### config.mk
export PLATFORM = sky130hd
export DESIGN_NAME = gbn_ctrl
export DESIGN_NICKNAME = d
export VERILOG_FILES = /design/src/rtl/core/gbn_pkg.sv /design/src/rtl/core/gbn_ctrl.sv
export SDC_FILE = /design/constraint.sdc
export NUM_CORES = 1
export LEC_CHECK = 0
export ABC_AREA = 1
export BUFFER_PORTS_ARGS = -buffer_cell sky130_fd_sc_hd__buf_4
export CAP_MARGIN = 20
export CORE_MARGIN = 3
export CORE_UTILIZATION = 45
export CTS_CLUSTER_SIZE = 28
export DETAILED_ROUTE_END_ITERATION = 10
export PLACE_DENSITY_LB_ADDON = 0.25
export SETUP_SLACK_MARGIN = 0.4
export SYNTH_ARGS = -nofsm -noshare
export SYNTH_HDL_FRONTEND = slang
export SYNTH_SLANG_ARGS = --single-unit
### constraint.sdc
create_clock -name clk -period 3.4 [get_ports clk]
set_input_delay 0.51 -clock clk [delete_from_list [all_inputs] [get_ports clk]]
set_output_delay 0.51 -clock clk [all_outputs]
set_load 0.05 [all_outputs]
### src/rtl/core/gbn_pkg.sv
// ----------------------------------------------------------------------------
// gbn_pkg - shared types and constants for greedy box NMS
// Box word layout, controller command and datapath status structs.
// ----------------------------------------------------------------------------
package gbn_pkg;

	localparam int MAX_BOXES = 64;
	localparam int IDX_W     = 6;
	localparam int CNT_W     = 7;
	localparam int EDGE_W    = 15;
	localparam int SCORE_W   = 16;
	localparam int BOX_W     = 4 * EDGE_W + SCORE_W;
	localparam logic [15:0] THR_RESET = 16'd26214;

	// box store read address source
	localparam logic [1:0] BOX_SEL_I    = 2'd0;
	localparam logic [1:0] BOX_SEL_J    = 2'd1;
	localparam logic [1:0] BOX_SEL_RANK = 2'd2;

	typedef struct packed {
		logic       load;
		logic [1:0] box_sel;
		logic       rank_use_j;
		logic       clr_i;
		logic       inc_i;
		logic       clr_j;
		logic       set_j_next;
		logic       inc_j;
		logic       lat_si;
		logic       clr_cnt;
		logic       cmp_rank;
		logic       wr_rank;
		logic       lat_bi;
		logic       lat_a;
		logic       geo;
		logic       mul;
		logic       uni;
		logic       prod;
		logic       mark;
		logic       emit;
		logic       finish;
	} cmd_t;

	typedef struct packed {
		logic i_last;
		logic j_last;
		logic j_end;
		logic mark_i;
		logic mark_j;
		logic out_free;
	} stat_t;

endpackage

### src/rtl/core/gbn_ctrl.sv
// ----------------------------------------------------------------------------
// gbn_ctrl - sequencer for greedy box NMS
// Loads boxes, then steps the ranking and suppression passes.
// ----------------------------------------------------------------------------
module gbn_ctrl (
	input  logic          clk,
	input  logic          arst_n,
	input  logic          in_valid,
	input  logic          in_last,
	output logic          in_ready,
	input  gbn_pkg::stat_t st,
	output gbn_pkg::cmd_t  cmd
);

	localparam logic [4:0] ST_IDLE  = 5'd0;
	localparam logic [4:0] ST_R_RDI = 5'd1;
	localparam logic [4:0] ST_R_LDI = 5'd2;
	localparam logic [4:0] ST_R_RDJ = 5'd3;
	localparam logic [4:0] ST_R_CMP = 5'd4;
	localparam logic [4:0] ST_R_WR  = 5'd5;
	localparam logic [4:0] ST_S_CHK = 5'd6;
	localparam logic [4:0] ST_S_RI  = 5'd7;
	localparam logic [4:0] ST_S_BI  = 5'd8;
	localparam logic [4:0] ST_S_JCK = 5'd9;
	localparam logic [4:0] ST_S_RJ  = 5'd10;
	localparam logic [4:0] ST_S_BJ  = 5'd11;
	localparam logic [4:0] ST_S_M1  = 5'd12;
	localparam logic [4:0] ST_S_M2  = 5'd13;
	localparam logic [4:0] ST_S_M3  = 5'd14;
	localparam logic [4:0] ST_S_M4  = 5'd15;
	localparam logic [4:0] ST_S_EMT = 5'd16;

	logic [4:0] state_q, state_d;

	always_ff @(posedge clk or negedge arst_n) begin
		if (!arst_n) begin
			state_q <= ST_IDLE;
		end else begin
			state_q <= state_d;
		end
	end

	always_comb begin
		state_d  = state_q;
		cmd      = '0;
		cmd.box_sel = gbn_pkg::BOX_SEL_I;
		in_ready = 1'b0;
		unique case (state_q)
			ST_IDLE: begin
				in_ready = 1'b1;
				if (in_valid) begin
					cmd.load = 1'b1;
					if (in_last) begin
						cmd.clr_i = 1'b1;
						state_d   = ST_R_RDI;
					end
				end
			end
			ST_R_RDI: state_d = ST_R_LDI;
			ST_R_LDI: begin
				cmd.lat_si  = 1'b1;
				cmd.clr_j   = 1'b1;
				cmd.clr_cnt = 1'b1;
				state_d     = ST_R_RDJ;
			end
			ST_R_RDJ: begin
				cmd.box_sel = gbn_pkg::BOX_SEL_J;
				state_d     = ST_R_CMP;
			end
			ST_R_CMP: begin
				cmd.cmp_rank = 1'b1;
				cmd.inc_j    = 1'b1;
				state_d      = st.j_last ? ST_R_WR : ST_R_RDJ;
			end
			ST_R_WR: begin
				cmd.wr_rank = 1'b1;
				cmd.inc_i   = 1'b1;
				if (st.i_last) begin
					cmd.clr_i = 1'b1;
					state_d   = ST_S_CHK;
				end else begin
					state_d = ST_R_RDI;
				end
			end
			ST_S_CHK: begin
				if (!st.mark_i) begin
					state_d = ST_S_RI;
				end else if (st.i_last) begin
					cmd.finish = 1'b1;
					state_d    = ST_IDLE;
				end else begin
					cmd.inc_i = 1'b1;
				end
			end
			ST_S_RI: begin
				cmd.box_sel = gbn_pkg::BOX_SEL_RANK;
				cmd.lat_bi  = 1'b1;
				state_d     = ST_S_BI;
			end
			ST_S_BI: begin
				cmd.lat_a      = 1'b1;
				cmd.set_j_next = 1'b1;
				state_d        = ST_S_JCK;
			end
			ST_S_JCK: begin
				cmd.rank_use_j = 1'b1;
				if (st.j_end) begin
					state_d = ST_S_EMT;
				end else if (st.mark_j) begin
					cmd.inc_j = 1'b1;
				end else begin
					state_d = ST_S_RJ;
				end
			end
			ST_S_RJ: begin
				cmd.box_sel = gbn_pkg::BOX_SEL_RANK;
				state_d     = ST_S_BJ;
			end
			ST_S_BJ: begin
				cmd.geo = 1'b1;
				state_d = ST_S_M1;
			end
			ST_S_M1: begin
				cmd.mul = 1'b1;
				state_d = ST_S_M2;
			end
			ST_S_M2: begin
				cmd.uni = 1'b1;
				state_d = ST_S_M3;
			end
			ST_S_M3: begin
				cmd.prod = 1'b1;
				state_d  = ST_S_M4;
			end
			ST_S_M4: begin
				cmd.mark  = 1'b1;
				cmd.inc_j = 1'b1;
				state_d   = ST_S_JCK;
			end
			ST_S_EMT: begin
				if (st.out_free) begin
					cmd.emit = 1'b1;
					if (st.i_last) begin
						cmd.finish = 1'b1;
						state_d    = ST_IDLE;
					end else begin
						cmd.inc_i = 1'b1;
						state_d   = ST_S_CHK;
					end
				end
			end
			default: state_d = ST_IDLE;
		endcase
	end

endmodule

* Word-level counts from Yosys, hierarchy flattened
Cells that the tools add are included.
Storage, ports and cells: logic and storage cells 69, output and inout port bits 23, bits in registers 5, bits of input ports 10
Operators by class: eq/ne operators 21, multiplexer cells 42, reductions and logical operators 5
Operators with widths (number):
- 5-bit one-hot mux with 16 select lines | 1
- 5-bit by 4-bit equality test with 1-bit output, second input constant | 8
- 5-bit two-way mux | 7
- 1-bit two-way mux | 24
- 5-bit by 3-bit equality test with 1-bit output, second input constant | 4
- 5-bit by 2-bit equality test with 1-bit output, second input constant | 2
- 3-bit two-way mux | 3
- 2-bit != test, second input constant | 3
- 3-bit != test, second input constant | 2
- 1-bit one-hot mux with 2 select lines | 3
- 2-bit OR reduction | 3
- 5-bit by 1-bit equality test with 1-bit output, second input constant | 1
- 5-bit equality test, second input constant | 1
- 5-bit zero test | 1
- 5-bit AND reduction | 1
- 2-bit two-way mux | 2
- 2-bit one-hot mux with 2 select lines | 1
- 1-bit one-hot mux with 3 select lines | 1

* Logic depth before layout (Yosys ltp)
depth after elaboration 3, mapped depth 9, depth with buffers taken out 9

* Worst setup path after synthesis
Ideal clock, no wire load.
path kind register to output, start register state_q[2], end output port cmd[17] in the netlist's numbering, data arrival time 2.205 ns, required time 2.890 ns, stages on the path, launching flop included 7, slack 0.685 ns, cell sequence dfrtp_1 > nor2_2 > inv_2 > nor2_2 > and2_1 > nand2_1 > nand2_1
RTL lines:
- start: declaration | line gbn_ctrl.sv:33 | logic [4:0] state_q, state_d;
- start signal: assignment | line gbn_ctrl.sv:39 | state_q <= state_d;
- end: declaration | line gbn_ctrl.sv:12 | output gbn_pkg::cmd_t cmd

==> results.yml <==
grt:
  grt-ovfl-total: 0
  grt_usage: 0.210
  grt_first_pass_wirelength_um: 3090
  grt_max_degree: 9
  grt_pass1_vias: 719
  antenna_found_initial: 0
clock_network:
  cts.sinks: 5
  cts_tree: "done"
  cts-root-buf: "clkbuf_4"
  clk_pin_slew_worst_paths_ns: 0.05
  htreeDepth: 1
  cts_buffers: 3
  cts_setup_buffers: 0
  insertion_delay_ns: 0.25
  clockBufferDepth: 2
  cts-resized-gates: 0
  ctsHoldBuffers: 0
setup_path:
  reg2reg_slack_ns: 1.96
  reg2regPathDepth: 9
  arrival_ns: 1.68
  path_max_fanout: 6
  crit_path_top_delay_cell: "dfrtp_1"
  critPathKind: "reg2out"
  endpoint: "cmd[16]"
  cp-start-kind: "flip-flop"
  cp.buffers_inverters: 2
  end_kind: "output pin"
  critPathLaunch: "state_q[2]"
  cp_cell_sequence: "nor2_2, nand3_2, o21ai_1, inv_1, o22ai_1, buf_4"
  cpLargestDelayFamily: "flip-flops"
  cp_num_cells: 6
  cp.required_ns: 2.89
  regToRegEndpoint: "state_q[1]"
  critPathMaxStageDelay_ns: 0.47
  r2r_start: "state_q[0]"
pwr:
  p_per_area_mw_per_mm2: 859
  peakVddDrop_v: 0.000445
  leakagePower_nw: 0.548
  total_power_mw: 0.783
sta:
  relSlewSlack: 0.808
  setup-tns-final_ns: 0
  setup_ws_ns: 1.21
  hold_slack_ns: 0.0509
  drv_slew: 0
  clock_skew_ns: 0.00768
  min_period_over_period: 0.645
  hold_violations: 0
  clock.fmax_ghz: 0.456
  period_needed_ns: 2.19
  tightest_slew_ns: 0.288
  setup_viol: 0
  rsz0062_at_grt: "no"
placed_design:
  io_buffers: 32
  dpl.hpwl_um: 1560
  place_ws_ns: 1.48
  finalWeightedCongestion: 0.869
final_layout:
  diodes: 0
  drive_gt1_frac: 0.424
  fin_util: 0.683
  largest_reg_flops: 5
  area_growth_pct: 40.5
  largest-register: "state_q"
  final_nets: 155
  largestRegisters: "state_q: 5 flops"
logic_synthesis:
  ys_seq_elements: 5
  synth.cell_area_um2: 648
  syn-num-nets: 121
  synth_top_area_cell: "dfrtp_1"
  async_reset_ff_frac: 1.00
  synth_flop_cell: "dfrtp_1"
  synth_area_per_cell_um2: 5.84
  synth-edff-count: 0
  synth_top_area_frac: 0.193
  yosys-top-cells-count: "nand2_1 (33), nor2_1 (15), inv_1 (13)"
  synth_warnings: 0
  synthTopCellsByArea: "dfrtp_1 (19%), nand2_1 (19%), nor2_1 (8.7%), nor2_2 (8.7%), nand3_2 (7.7%)"
  yosysSeqAreaShare: 0.193
  yosys.cell_types.count: 20
  yosysMostFrequentCell: "nand2_1"
  netlist_instances: 111
detailed_routing:
  first_pass_iters: 4
  antenna_left: 0
  drc_errors: 0
  avgRoutedWirePerCell_um: 11.7
  viasPerCell: 5.10
  wirelength_um: 1860
  initialDrtViolationCount: 44
  dr_total_vias: 811
hold_path:
  worst_hold_path_type: "in2async"
outcome:
  outcome: "complete, no violations"
floorplan:
  start_util: 0.486
  die_area_mm2: 0.00193
  rows: 13
  core_mm2: 0.00133
  ios: 33
  die-height_um: 44.0
  die_w_um: 44.0
job:
  drv_cap: 0
-- worst min-delay path by stage --
stage	endpoint	cells after the start	start
floorplan	state_q[0]	0	arst_n
global placement	state_q[4]	1	arst_n
detailed placement	state_q[4]	1	arst_n
CTS	state_q[3]	1	arst_n
global route	state_q[3]	1	arst_n
finish	state_q[3]	1	arst_n
-- cell families after synthesis --
kind of cell	Yosys count	share of synthesized area
flip-flops	5	0.193
AND/OR/NAND/NOR	79	0.614
AO/OA/AOI/OAI	6	0.0540
buffers and inverters	21	0.139
-- per-layer routing --
metal	up-vias	GRT usage	routed length, µm
li1	407	-	-
met5	-	0	0
met1	361	0.283	786
met3	2	0.0664	169
met4	0	0.0361	14
met2	41	0.331	894
-- layout by cell type, fill, tap and decap left out, types with 2 or more instances in the layout --
cell type	count
buf_4	32
clkbuf_4	3
dfrtp_1	5
inv_1	13
inv_2	5
nand2_1	33
nand2_2	3
nand3_1	7
nand3_2	5
nand4_1	2
nor2_1	15
nor2_2	9
nor2_4	2
o21ai_0	2
-- where the power goes --
part	switching (mW)	internal, mW	leakage, nW
sequential	0.0395	0.0805	0.0662
combinational	0.426	0.166	0.467
clock	0.0261	0.0445	0.0150
total	0.492	0.291	0.548
-- cell type report --
| type | count | area, µm² |
|---|---|---|
| Clock buffer | 4 | 26.3 |
| Timing Repair Buffer | 32 | 240 |
| Multi-Input combinational cell | 85 | 433 |
| Sequential cell | 5 | 125 |
| Inverter | 18 | 67.6 |
| Fill cell | 122 | 423 |
| Tap cell | 15 | 18.8 |
-- through the flow --
stage | instance area, µm² | cells
finish | 911 | 159
CTS | 911 | 159
global placement | 885 | 155
detailed placement | 885 | 155
global route | 911 | 159
floorplan | 648 | 111
Power figures use the tool's default switching activity.
